## config.mk

```make
export PLATFORM = sky130hd
export DESIGN_NAME = lrgd_div
export DESIGN_NICKNAME = d
export VERILOG_FILES = /design/src/hdl/lrgd_pkg.sv /design/src/hdl/lrgd_div.sv
export SDC_FILE = /design/constraint.sdc
export NUM_CORES = 1
export LEC_CHECK = 0
export BUFFER_PORTS_ARGS = -buffer_cell sky130_fd_sc_hd__buf_4
export CAP_MARGIN = 0
export CORE_MARGIN = 2
export CORE_UTILIZATION = 55
export DETAILED_ROUTE_END_ITERATION = 8
export PLACE_DENSITY = 0.95
export SYNTH_ARGS = -nofsm -noshare
export SYNTH_HDL_FRONTEND = slang
export SYNTH_SLANG_ARGS = --single-unit
```

## constraint.sdc

```tcl
create_clock -name aclk -period 7.3 [get_ports aclk]
set_input_delay 0.73 -clock aclk [delete_from_list [all_inputs] [get_ports aclk]]
set_output_delay 0.73 -clock aclk [all_outputs]
set_load 0.1 [all_outputs]
```

## src/hdl/lrgd_pkg.sv

```systemverilog
// Shared types, widths and codes for the linear regression trainer.
// Used by lrgd_div, linear_regression_gradient_descent and the testbench; depends on nothing.
`default_nettype none

package lrgd_pkg;

    localparam int LRGD_MAX_SAMPLES = 1024;
    localparam int LRGD_CNT_W       = $clog2(LRGD_MAX_SAMPLES + 1);

    localparam int SAMPLE_W = 16;
    localparam int FRAC_X   = 12;
    localparam int COEF_W   = 32;
    localparam int RATE_W   = 16;
    localparam int EPOCH_W  = 16;
    localparam int LOSS_W   = 32;
    localparam int STATUS_W = 2;
    localparam int ERR_W    = 38;
    localparam int SUM_W    = 48;
    localparam int ACC_W    = SUM_W + 1;
    localparam int UPD_W    = ACC_W + 1;
    localparam int HALF_W   = 24;
    localparam int HI_W     = ERR_W - HALF_W;
    localparam int SQ_W     = 53;
    localparam int LSUM_W   = 64;
    localparam int DIVD_W   = 64;
    localparam int MUL_A_W  = 25;
    localparam int MUL_B_W  = 49;
    localparam int PROD_W   = MUL_A_W + MUL_B_W;

    localparam int S_TDATA_W = 2 * SAMPLE_W;
    localparam int M_FIELD_W = STATUS_W + 3 * COEF_W + EPOCH_W;
    localparam int M_TDATA_W = ((M_FIELD_W + 7) / 8) * 8;
    localparam int M_PAD_W   = M_TDATA_W - M_FIELD_W;

    localparam int CFG_IDX_W  = 3;
    localparam int CFG_DATA_W = 32;
    localparam logic [CFG_IDX_W-1:0] CFG_INIT_WEIGHT = 3'd0;
    localparam logic [CFG_IDX_W-1:0] CFG_INIT_BIAS   = 3'd1;
    localparam logic [CFG_IDX_W-1:0] CFG_STEP_RATE   = 3'd2;
    localparam logic [CFG_IDX_W-1:0] CFG_EPOCH_LIMIT = 3'd3;
    localparam logic [CFG_IDX_W-1:0] CFG_THRESHOLD   = 3'd4;

    localparam logic [RATE_W-1:0]  RST_STEP_RATE   = 16'd655;
    localparam logic [EPOCH_W-1:0] RST_EPOCH_LIMIT = 16'd400;
    localparam logic [LOSS_W-1:0]  RST_THRESHOLD   = 32'd17;

    localparam logic CMD_LOAD  = 1'b0;
    localparam logic CMD_START = 1'b1;

    localparam logic [STATUS_W-1:0] ST_CONVERGED  = 2'd0;
    localparam logic [STATUS_W-1:0] ST_LIMIT      = 2'd1;
    localparam logic [STATUS_W-1:0] ST_NO_SAMPLES = 2'd2;

    localparam logic signed [SUM_W-1:0]  GRAD_MAX = {1'b0, {(SUM_W-1){1'b1}}};
    localparam logic signed [SUM_W-1:0]  GRAD_MIN = {1'b1, {(SUM_W-1){1'b0}}};
    localparam logic signed [COEF_W-1:0] COEF_MAX = {1'b0, {(COEF_W-1){1'b1}}};
    localparam logic signed [COEF_W-1:0] COEF_MIN = {1'b1, {(COEF_W-1){1'b0}}};

    typedef struct packed {
        logic busy;
        logic done;
    } div_stat_t;

endpackage

`default_nettype wire

```

## src/hdl/lrgd_div.sv

```systemverilog
// Iterative unsigned divider, one quotient bit per cycle (restoring).
// Depends on lrgd_pkg for the dividend width and the status struct.
`default_nettype none

module lrgd_div import lrgd_pkg::*; #(
    parameter int DEN_W = LRGD_CNT_W
) (
    input  wire               aclk,
    input  wire               aresetn,
    input  wire               start_i,
    input  wire  [DIVD_W-1:0] dividend_i,
    input  wire  [DEN_W-1:0]  divisor_i,
    output logic [DIVD_W-1:0] quotient_o,
    output div_stat_t         stat_o
);

    localparam int STEP_W = $clog2(DIVD_W);

    logic              busy_reg, busy_next;
    logic              done_reg, done_next;
    logic [STEP_W-1:0] step_reg, step_next;
    logic [DIVD_W-1:0] quo_reg, quo_next;
    logic [DEN_W-1:0]  rem_reg, rem_next;
    logic [DEN_W-1:0]  den_reg, den_next;

    logic [DEN_W:0] shift_c;
    logic [DEN_W:0] diff_c;
    logic           ge_c;

    assign shift_c = {rem_reg, quo_reg[DIVD_W-1]};
    assign diff_c  = shift_c - {1'b0, den_reg};
    assign ge_c    = (shift_c >= {1'b0, den_reg});

    always_comb begin
        busy_next = busy_reg;
        done_next = 1'b0;
        step_next = step_reg;
        quo_next  = quo_reg;
        rem_next  = rem_reg;
        den_next  = den_reg;
        if (start_i) begin
            busy_next = 1'b1;
            step_next = '0;
            quo_next  = dividend_i;
            rem_next  = '0;
            den_next  = divisor_i;
        end else if (busy_reg) begin
            rem_next  = ge_c ? diff_c[DEN_W-1:0] : shift_c[DEN_W-1:0];
            quo_next  = {quo_reg[DIVD_W-2:0], ge_c};
            step_next = step_reg + STEP_W'(1);
            if (step_reg == STEP_W'(DIVD_W - 1)) begin
                busy_next = 1'b0;
                done_next = 1'b1;
            end
        end
    end

    always_ff @(posedge aclk) begin
        if (!aresetn) begin
            busy_reg <= 1'b0;
            done_reg <= 1'b0;
        end else begin
            busy_reg <= busy_next;
            done_reg <= done_next;
        end
    end

    always_ff @(posedge aclk) begin
        step_reg <= step_next;
        quo_reg  <= quo_next;
        rem_reg  <= rem_next;
        den_reg  <= den_next;
    end

    assign quotient_o  = quo_reg;
    assign stat_o.busy = busy_reg;
    assign stat_o.done = done_reg;

endmodule

`default_nettype wire

```

==> results.md, run 1 <==
* Status: complete, no violations
* GRT Total Usage at 0.237
* Area Overhead vs Synth at 29.7%
* TritonCTS clock tree: built
* Commonest non-fill, non-tap cell in the layout: buf_4
* Yosys top cell by area: edfxtp_1
* Worst EP required at 7.57 ns
* ANT cells at 0
* Setup Buffers After CTS at 0
* Synth warnings at 0
* Post-layout net count at 552
* First-pass GRT wire length at 16.0 mm
* PnR worst setup slack at 4.63 ns
* EDFF count, synth at 75
* I/O Buffers at 143
* DIE AREA at 8860 µm²
* Final Critical Period at 2.67 ns
* Most frequent cells in the layout: 146 x buf_4, 75 x edfxtp_1, 64 x mux2_2, 20 x nor2_1, 19 x dfxtp_1
* Mapped Area at 4470 µm²
* Post-synth net total at 413
* Maxcap violations at 0
* Per-cell routed wire length at 18.1 µm
* Worst-Margin Slew at 0.806 ns
* Total gr overflow at 0
* Core area at 7810 µm²
* Critical path class: flop to flop
* Slew headroom at 0.463
* Endpoints failing setup at 0
* Share of the synthesized area in the top cell type at 0.504
* # resized after CTS at 0
* First-pass iteration count of the detailed router at 5
* Initial antenna violation count at 0
* Root buffer cell: clkbuf_8
* Vias in the first global route at 3281
* Fin. max-slew vios at 0
* Syn Inst Count at 322
* Routed via count at 3151
* WL final at 10.3 mm
* Antenna-violating nets left at 0
* Netlist cell types at 46
* Crit-path max FO at 14
* Final Cycle Share at 0.365
* Largest net degree at the start of global routing at 65
* Hold Crit Class: flop to flop
* Type of origin of the critical path: flop
* Synth area leaders: edfxtp_1 50%, mux2_2 16%, dfxtp_1 8.5%
* Initial Util at 0.572
* Overall Power at 1.56 mW
* Asr flop ratio synth at 0
* Die width at 94.1 µm
* Clock Sinks at 94
* Register area share after synthesis at 0.590
* H-tree levels at 3
* Setup TNS at 0 ns
* Max FFs per register at 64
* FF+latch count, synth at 94
* Worst EP arrival at 2.93 ns
* Syn_area_per_cell at 13.9 µm²
* Worst setup EP type: flop
* DRC at 0
* CTS clk-pin slew, worst paths at 0.09 ns
* TritonCTS Buffers at 9
* Share of cells above drive strength 1 at 0.503
* IO Count at 144
* Clock Skew at 0.0105 ns
* Site row count at 32
* DP HPWL at 7.35 mm
* RePlAce Congestion at 0.908
* RSZ-0062 raised after global routing: no
* Initial detailed-routing violation count at 186
* Hold Buf Count CTS at 0
* Worst-skew pair later-pin latency at 0.35 ns
* DIE HEIGHT at 94.1 µm
* LEAKAGE at 2.38 nW
* Achievable Freq at 0.375 GHz
* PD cells at 270 nW/µm²
* Pre-CTS setup slack at 4.71 ns
* Worst vdd ir at 0.191 mV
* Final hold vios at 0
* Via density at 5.56
* Leading register cell type out of synthesis: edfxtp_1
* CTS Buffer Depth at 2
==> logic make-up (layout without fill, tap and decap cells) <==
| family | Yosys count | after routing | share of synthesized area |
|---|---|---|---|
| fa+ha+maj | 13 | 13 | 0.0381 |
| mux | 72 | 72 | 0.180 |
| simple gates | 61 | 61 | 0.0793 |
| compound gates | 41 | 41 | 0.0644 |
| xor+xnor | 9 | 9 | 0.0177 |
| buf+inv | 32 | 175 | 0.0305 |
| flops | 94 | 94 | 0.590 |
==> critical path, cell delays in order (launching register included) <==
cell and delay, ns:
edfxtp_1 0.36, inv_1 0.06, ha_1 0.22, fa_1 0.41
nor2b_1 0.19, o31a_1 0.23, o21ai_4 0.12, o21ai_4 0.42
mux2_4 0.35, a211oi_2 0.22
==> final cells by class <==
class / count / area [µm²]
Multi-Input combinational cell: 196 / 1700
Tap cell: 102 / 128
Fill cell: 486 / 2010
Timing Repair Buffer: 146 / 1100
Clock buffer: 10 / 128
Inverter: 14 / 52.6
Sequential cell: 94 / 2630
Clock inverter: 5 / 60.1
==> metrics by stage <==
step / hold slack (ns) / util / cells / instance area, µm²
global placement: 0.467 / 0.718 / 552 / 5610
detailed placement: 0.491 / 0.718 / 552 / 5610
floorplan: 0.458 / - / 322 / 4470
global route: 0.523 / 0.742 / 567 / 5790
finish: 0.504 / 0.742 / 567 / 5790
CTS: 0.505 / 0.742 / 567 / 5790
==> where the power goes <==
| part | internal (mW) | switching, mW | leakage [nW] | total [mW] |
|---|---|---|---|---|
| combinational | 0.156 | 0.399 | 1.38 | 0.555 |
| sequential | 0.641 | 0.0311 | 0.907 | 0.672 |
| clock | 0.158 | 0.180 | 0.0927 | 0.338 |
==> metal layers <==
layer | track usage | routed length [µm] | part of all wire | vias to the layer above
li1 | - | - | - | 1479
met2 | 0.414 | 5410 | 0.53 | 128
met3 | 0.0811 | 799 | 0.078 | 20
met1 | 0.272 | 3890 | 0.38 | 1524
met4 | 0.0749 | 187 | 0.018 | 0
met5 | 0 | 0 | 0 | -
==> cell usage after synthesis, types with 3 or more instances <==
master	number
edfxtp_1	75
mux2_2	64
nor2_1	20
dfxtp_1	19
inv_1	14
ha_1	12
clkbuf_1	11
nand2_1	10
a21oi_1	9
a211oi_1	7
mux2i_1	7
o21ai_0	6
xnor2_1	6
nand2b_1	4
buf_1	3
nand3_1	3
nand4_1	3
nor2b_1	3
nor3_1	3
o21ai_1	3
or3_1	3
xor2_1	3
==> final timing paths <==
| kind | endpoint | cells past startpoint | from | slack [ns] |
|---|---|---|---|---|
| worst max-delay path | rem_reg[0] | 9 | quotient_o[63] | 4.63 |
| worst min-delay path | step_reg[5] | 2 | step_reg[5] | 0.50 |
| worst max register to register | rem_reg[0] | 9 | quotient_o[63] | 4.63 |
| worst min register to register | step_reg[5] | 2 | step_reg[5] | 0.50 |
No activity file was read; power rests on OpenSTA's default activity.
==> inputs of run 2 (changes only) <==
--- a/config.mk
+++ b/config.mk
@@ -8,9 +8,9 @@
 export BUFFER_PORTS_ARGS = -buffer_cell sky130_fd_sc_hd__buf_4
 export CAP_MARGIN = 0
 export CORE_MARGIN = 2
-export CORE_UTILIZATION = 55
+export CORE_UTILIZATION = 51
 export DETAILED_ROUTE_END_ITERATION = 8
-export PLACE_DENSITY = 0.95
+export PLACE_DENSITY = 0.91
 export SYNTH_ARGS = -nofsm -noshare
 export SYNTH_HDL_FRONTEND = slang
 export SYNTH_SLANG_ARGS = --single-unit
==> constraint.sdc (replaced) <==
create_clock -name aclk -period 2.6 [get_ports aclk]
set_input_delay 0.26 -clock aclk [delete_from_list [all_inputs] [get_ports aclk]]
set_output_delay 0.26 -clock aclk [all_outputs]
set_load 0.1 [all_outputs]
==> run 2 against run 1 <==
Compared with the run above: clock skew increased by 0.0021 ns; global-route usage down 2.1 points; largest power group unchanged; via count is 1.7% lower; fmax grew 12%; die area rose by 7.5%; cell area up 1.9%; clock power increased to 3.1 times the previous value; flip-flop and latch count is the same; hold slack worse by 0.44 ns; critical endpoint unchanged.
==> results.md, run 2 (synthesis gave the netlist of run 1 again) <==
* Status: complete, no violations (unchanged)
* Initial Util at 0.520 (was 0.572)
* ANT cells at 0 (unchanged)
* Clock Skew at 0.0126 ns (was 0.0105 ns)
* Final std cells w/o fill at 580 (was 567)
* PnR worst setup slack at 0.230 ns (was 4.63 ns)
* Die width at 97.6 µm (was 94.1 µm)
* Initial antenna violation count at 0 (unchanged)
* Antenna-violating nets left at 0 (unchanged)
* Maxcap violations at 0 (unchanged)
* Hold Crit Class: input pin to flop (was flop to flop)
* Commonest non-fill, non-tap cell in the layout: buf_4 (unchanged)
* Final Critical Period at 2.37 ns (was 2.67 ns)
* Slew headroom at 0.667 (was 0.463)
* Crit-path max FO at 9 (was 14)
* TritonCTS clock tree: built (unchanged)
* Hold Buf Count CTS at 0 (unchanged)
* Routed via count at 3096 (was 3151)
* Worst-Margin Slew at 0.499 ns (was 0.806 ns)
* Filler cell count at 601 (was 486)
* First-pass iteration count of the detailed router at 6 (was 5)
* DRC at 0 (unchanged)
* Worst vdd ir at 0.592 mV (was 0.191 mV)
* CTS clk-pin slew, worst paths at 0.09 ns (about the same)
* LEAKAGE at 2.43 nW (was 2.38 nW)
* Endpoints failing setup at 0 (unchanged)
* Hold_ws at 0.0681 ns (was 0.504 ns)
* Final Cycle Share at 0.912 (was 0.365)
* Largest net degree at the start of global routing at 61 (was 65)
* DP HPWL at 7.44 mm (was 7.35 mm)
* Critical path class: flop to flop (unchanged)
* Via density at 5.34 (was 5.56)
* Vias in the first global route at 3207 (was 3281)
* Site row count at 34 (was 32)
* Fin. max-slew vios at 0 (unchanged)
* Max FFs per register at 64 (unchanged)
* DIE AREA at 9520 µm² (was 8860 µm²)
* Share of cells above drive strength 1 at 0.517 (was 0.503)
* TritonCTS Buffers at 9 (unchanged)
* Total gr overflow at 0 (unchanged)
* Worst-skew pair later-pin latency at 0.36 ns (was 0.35 ns)
* I/O Buffers at 143 (unchanged)
* Achievable Freq at 0.422 GHz (was 0.375 GHz)
* Most frequent cells in the layout: 151 x buf_4, 75 x edfxtp_1, 64 x mux2_2, 20 x nor2_1, 19 x dfxtp_1 (was 146 x buf_4, 75 x edfxtp_1, 64 x mux2_2, 20 x nor2_1, 19 x dfxtp_1)
* Worst setup EP type: flop (unchanged)
* Pre-CTS setup slack at 0.112 ns (was 4.71 ns)
* RSZ-0062 raised after global routing: no (unchanged)
* RePlAce Congestion at 0.847 (was 0.908)
* GRT Total Usage at 0.216 (was 0.237)
* WL final at 10.1 mm (was 10.3 mm)
* Core area at 8590 µm² (was 7810 µm²)
* Root buffer cell: clkbuf_8 (unchanged)
* Final hold vios at 0 (unchanged)
* Type of origin of the critical path: flop (unchanged)
* Per-cell routed wire length at 17.4 µm (was 18.1 µm)
* IO Count at 144 (unchanged)
* Post-layout net count at 558 (was 552)
* Clock Sinks at 94 (unchanged)
* CTS Buffer Depth at 2 (unchanged)
* Worst EP arrival at 2.66 ns (was 2.93 ns)
* Area Overhead vs Synth at 32.2% (was 29.7%)
* PD cells at 768 nW/µm² (was 270 nW/µm²)
* Worst EP required at 2.89 ns (was 7.57 ns)
* DIE HEIGHT at 97.6 µm (was 94.1 µm)
* First-pass GRT wire length at 16.1 mm (was 16.0 mm)
* H-tree levels at 3 (unchanged)
* R2R Setup Slk at 0.23 ns (was 4.63 ns)
* Initial detailed-routing violation count at 104 (was 186)
* Placed Cells at 561 (was 552)
[run 2: worst paths after layout]
path / cells after the start / startpoint / end
max: 9 / quotient_o[63] / rem_reg[0]
min: 1 / divisor_i[3] / den_reg[3]
max reg2reg: 9 / quotient_o[63] / rem_reg[0]
min reg2reg: 2 / step_reg[5] / step_reg[5]
[run 2: routing by layer]
| layer | vias to the layer above | GRT usage | wire, µm |
|---|---|---|---|
| li1 | 1493 | - | - |
| met1 | 1464 | 0.242 | 3880 |
| met3 | 21 | 0.0734 | 764 |
| met4 | 0 | 0.0887 | 269 |
| met5 | - | 0 | 0 |
| met2 | 118 | 0.376 | 5190 |
[run 2: report_power, final]
part	total [mW]	leakage (nW)	internal (mW)	switching (mW)
combinational	1.58	1.42	0.461	1.12
sequential	1.89	0.907	1.80	0.0873
clock	1.06	0.100	0.547	0.518
[run 2: what timing repair did]
| action | in CTS | in global routing |
|---|---|---|
| endpoints found under the setup margin | 0 | 2 |
| buffers inserted | 0 | 3 |
| endpoints found under the hold margin | 0 | 0 |
| resized for setup | 0 | 0 |
[run 2: area by class of cell]
type                            instances  area (µm²)  area share
Sequential cell                        94        2630       0.446
Multi-Input combinational cell        196        1710       0.290
Timing Repair Buffer                  152        1150       0.195
Tap cell                              108         135      0.0229
Clock buffer                           11         131      0.0223
Clock inverter                          5        83.8      0.0142
Inverter                               14        52.6     0.00890
[run 2: critical path, cell delays in order (launching register included)]
cell and delay [ns]:
edfxtp_1 0.36, inv_1 0.07, ha_2 0.19, fa_2 0.36
nor2b_1 0.15, o31a_1 0.25, o21ai_4 0.11, o21ai_4 0.28
mux2_4 0.34, a211oi_2 0.20
[run 2: metrics by stage]
step	util	TNS (ns)	total power, mW	instance area, µm²
6_report	0.687	0	4.53	5900
2_1_floorplan	-	-2.29	3.12	4480
4_1_cts	0.684	0	4.54	5880
5_1_grt	0.687	0	4.67	5900
3_3_place_gp	0.659	0	3.45	5670
3_5_place_dp	0.659	0	3.49	5670
==> inputs of run 3 (changes only) <==
--- a/config.mk
+++ b/config.mk
@@ -10,6 +10,7 @@
 export CORE_MARGIN = 2
 export CORE_UTILIZATION = 51
 export DETAILED_ROUTE_END_ITERATION = 8
+export HOLD_SLACK_MARGIN = 0.15
 export PLACE_DENSITY = 0.91
 export SYNTH_ARGS = -nofsm -noshare
 export SYNTH_HDL_FRONTEND = slang
==> run 3 against run 2 <==
Compared with the run above: fmax shrank 0.35%; non-clock buffer count up 13; sequential power barely moved; critical endpoint unchanged; power rose by 0.39%; first-iteration DRC count is 13% higher; worst setup slack got worse by 0.0083 ns; hold slack better by 0.13 ns; clock power is essentially flat.
==> results.md, run 3 (synthesis gave the netlist of run 1 again) <==
* Status: complete, no violations (unchanged)
* Largest net degree at the start of global routing at 61 (unchanged)
* Filler cell count at 587 (was 601)
* Initial Util at 0.520 (unchanged)
* Commonest non-fill, non-tap cell in the layout: buf_4 (unchanged)
* Worst Reg-to-Reg Cells at 9 (unchanged)
* R2R Setup Slk at 0.22 ns (was 0.23 ns)
* Area Overhead vs Synth at 35.1% (was 32.2%)
* Slew headroom at 0.668 (was 0.667)
* HP Start: dividend_i[8] (was divisor_i[3])
* Clock Skew at 0.0128 ns (was 0.0126 ns)
* Worst vdd ir at 0.592 mV (about the same)
* Worst-Margin Slew at 0.498 ns (was 0.499 ns)
* I/O Buffers at 143 (unchanged)
* Antenna-violating nets left at 0 (unchanged)
* Fin. max-slew vios at 0 (unchanged)
* First-pass GRT wire length at 16.4 mm (was 16.1 mm)
* Initial antenna violation count at 0 (unchanged)
* Total gr overflow at 0 (unchanged)
* GRT Total Usage at 0.219 (was 0.216)
* Overall Power at 4.55 mW (was 4.53 mW)
* # resized after CTS at 0 (unchanged)
* WL final at 10.3 mm (was 10.1 mm)
* First-pass iteration count of the detailed router at 4 (was 6)
* Crit path top cell by count: o21ai_4 (unchanged)
* DIE AREA at 9520 µm² (unchanged)
* Max FFs per register at 64 (unchanged)
* Site row count at 34 (unchanged)
* FF-to-FF End: rem_reg[0] (unchanged)
* Type of origin of the critical path: flop (unchanged)
* Slowest CP cell: edfxtp_1 (unchanged)
* LEAKAGE at 2.48 nW (was 2.43 nW)
* Achievable Freq at 0.420 GHz (was 0.422 GHz)
* Worst setup path end: rem_reg[0] (unchanged)
* Worst EP required at 2.88 ns (was 2.89 ns)
* DIE HEIGHT at 97.6 µm (unchanged)
* Reg2reg start: quotient_o[63] (unchanged)
* Root buffer cell: clkbuf_8 (unchanged)
* RePlAce Congestion at 0.847 (unchanged)
* Final Critical Period at 2.38 ns (was 2.37 ns)
* ANT cells at 0 (unchanged)
* Critical Path Start: quotient_o[63] (unchanged)
* Setup TNS at 0 ns (unchanged)
* TritonCTS clock tree: built (unchanged)
* IO Count at 144 (unchanged)
* Vias in the first global route at 3279 (was 3207)
* Initial detailed-routing violation count at 118 (was 104)
* Worst-skew pair later-pin latency at 0.36 ns (about the same)
* Worst setup EP type: flop (unchanged)
* Hold Crit Class: input pin to flop (unchanged)
* Die width at 97.6 µm (unchanged)
* Maxcap violations at 0 (unchanged)
* Endpoints failing setup at 0 (unchanged)
* CTS Buffer Depth at 2 (unchanged)
* Pre-CTS setup slack at 0.112 ns (unchanged)
* PD cells at 754 nW/µm² (was 768 nW/µm²)
* PnR worst setup slack at 0.221 ns (was 0.230 ns)
* TritonCTS Buffers at 9 (unchanged)
* Clock Sinks at 94 (unchanged)
* CP max stage delay at 0.36 ns (about the same)
* Critical path class: flop to flop (unchanged)
* Final Cycle Share at 0.915 (was 0.912)
* Final hold vios at 0 (unchanged)
* Per-cell routed wire length at 17.3 µm (was 17.4 µm)
* Routed via count at 3137 (was 3096)
* H-tree levels at 3 (unchanged)
* Crit-path max FO at 10 (was 9)
* DP HPWL at 7.44 mm (unchanged)
* RSZ-0062 raised after global routing: no (unchanged)
* Via density at 5.29 (was 5.34)
* Crit-path cells: inv_1, ha_2, fa_2, nor2b_1, o31a_1, o21ai_4, o21ai_4, mux2_4, a211oi_2 (unchanged)
* Worst EP arrival at 2.66 ns (about the same)
* Share of cells above drive strength 1 at 0.505 (was 0.517)
* CTS clk-pin slew, worst paths at 0.10 ns (was 0.09 ns)
* Core area at 8590 µm² (unchanged)
* Post-layout net count at 571 (was 558)
* DRC at 0 (unchanged)
* Most frequent cells in the layout: 152 x buf_4, 75 x edfxtp_1, 64 x mux2_2, 20 x nor2_1, 19 x dfxtp_1 (was 151 x buf_4, 75 x edfxtp_1, 64 x mux2_2, 20 x nor2_1, 19 x dfxtp_1)
==> run 3: what timing repair did <==
item	CTS	global route
buffers inserted	0	4
hold buffers	12	0
setup endpoints to repair	0	3
endpoints found under the hold margin	13	0
==> run 3: per-layer routing <==
| metal | track usage | vias up | part of all wire |
|---|---|---|---|
| met1 | 0.247 | 1481 | 0.39 |
| met5 | 0 | - | 0 |
| met4 | 0.0887 | 0 | 0.025 |
| li1 | - | 1521 | - |
| met2 | 0.384 | 115 | 0.52 |
| met3 | 0.0691 | 20 | 0.071 |
==> run 3: cell type report <==
| type | instances | area (µm²) | share of cell area |
|---|---|---|---|
| well taps | 108 | 135 | 0.0224 |
| repair buffers | 165 | 1280 | 0.212 |
| inverters | 14 | 52.6 | 0.00871 |
| multi-input cells | 196 | 1710 | 0.284 |
| clock buffers | 11 | 131 | 0.0218 |
| clock inverters | 5 | 83.8 | 0.0139 |
| flip-flops and latches | 94 | 2630 | 0.437 |
==> run 3: worst min path at each step <==
stage,end,slack [ns],cells past startpoint
4_1_cts,quotient_o[20],0.18,2
5_1_grt,quotient_o[18],0.18,2
6_report,quotient_o[8],0.19,2
2_1_floorplan,den_reg[0],0.36,0
3_3_place_gp,den_reg[5],0.44,1
3_5_place_dp,den_reg[9],0.44,1
==> run 3: report_power, final <==
group          switching (mW)  internal, mW
clock                   0.515         0.547
sequential             0.0872          1.80
combinational            1.13         0.477
==> run 3: through the flow <==
step,instances,hold WS [ns],area (µm²),util
3_3_place_gp,561,0.439,5670,0.659
5_1_grt,593,0.182,6030,0.702
6_report,593,0.195,6030,0.702
4_1_cts,589,0.178,6000,0.698
3_5_place_dp,561,0.440,5670,0.659
2_1_floorplan,322,0.359,4480,-
==> run 3: critical path, delay by kind of cell, from the launching register on <==
kind	cells	cell delay, ns
compound gates	4	0.85
simple gates	1	0.15
buf+inv	1	0.07
flops	1	0.36
mux	1	0.34
fa+ha+maj	2	0.55
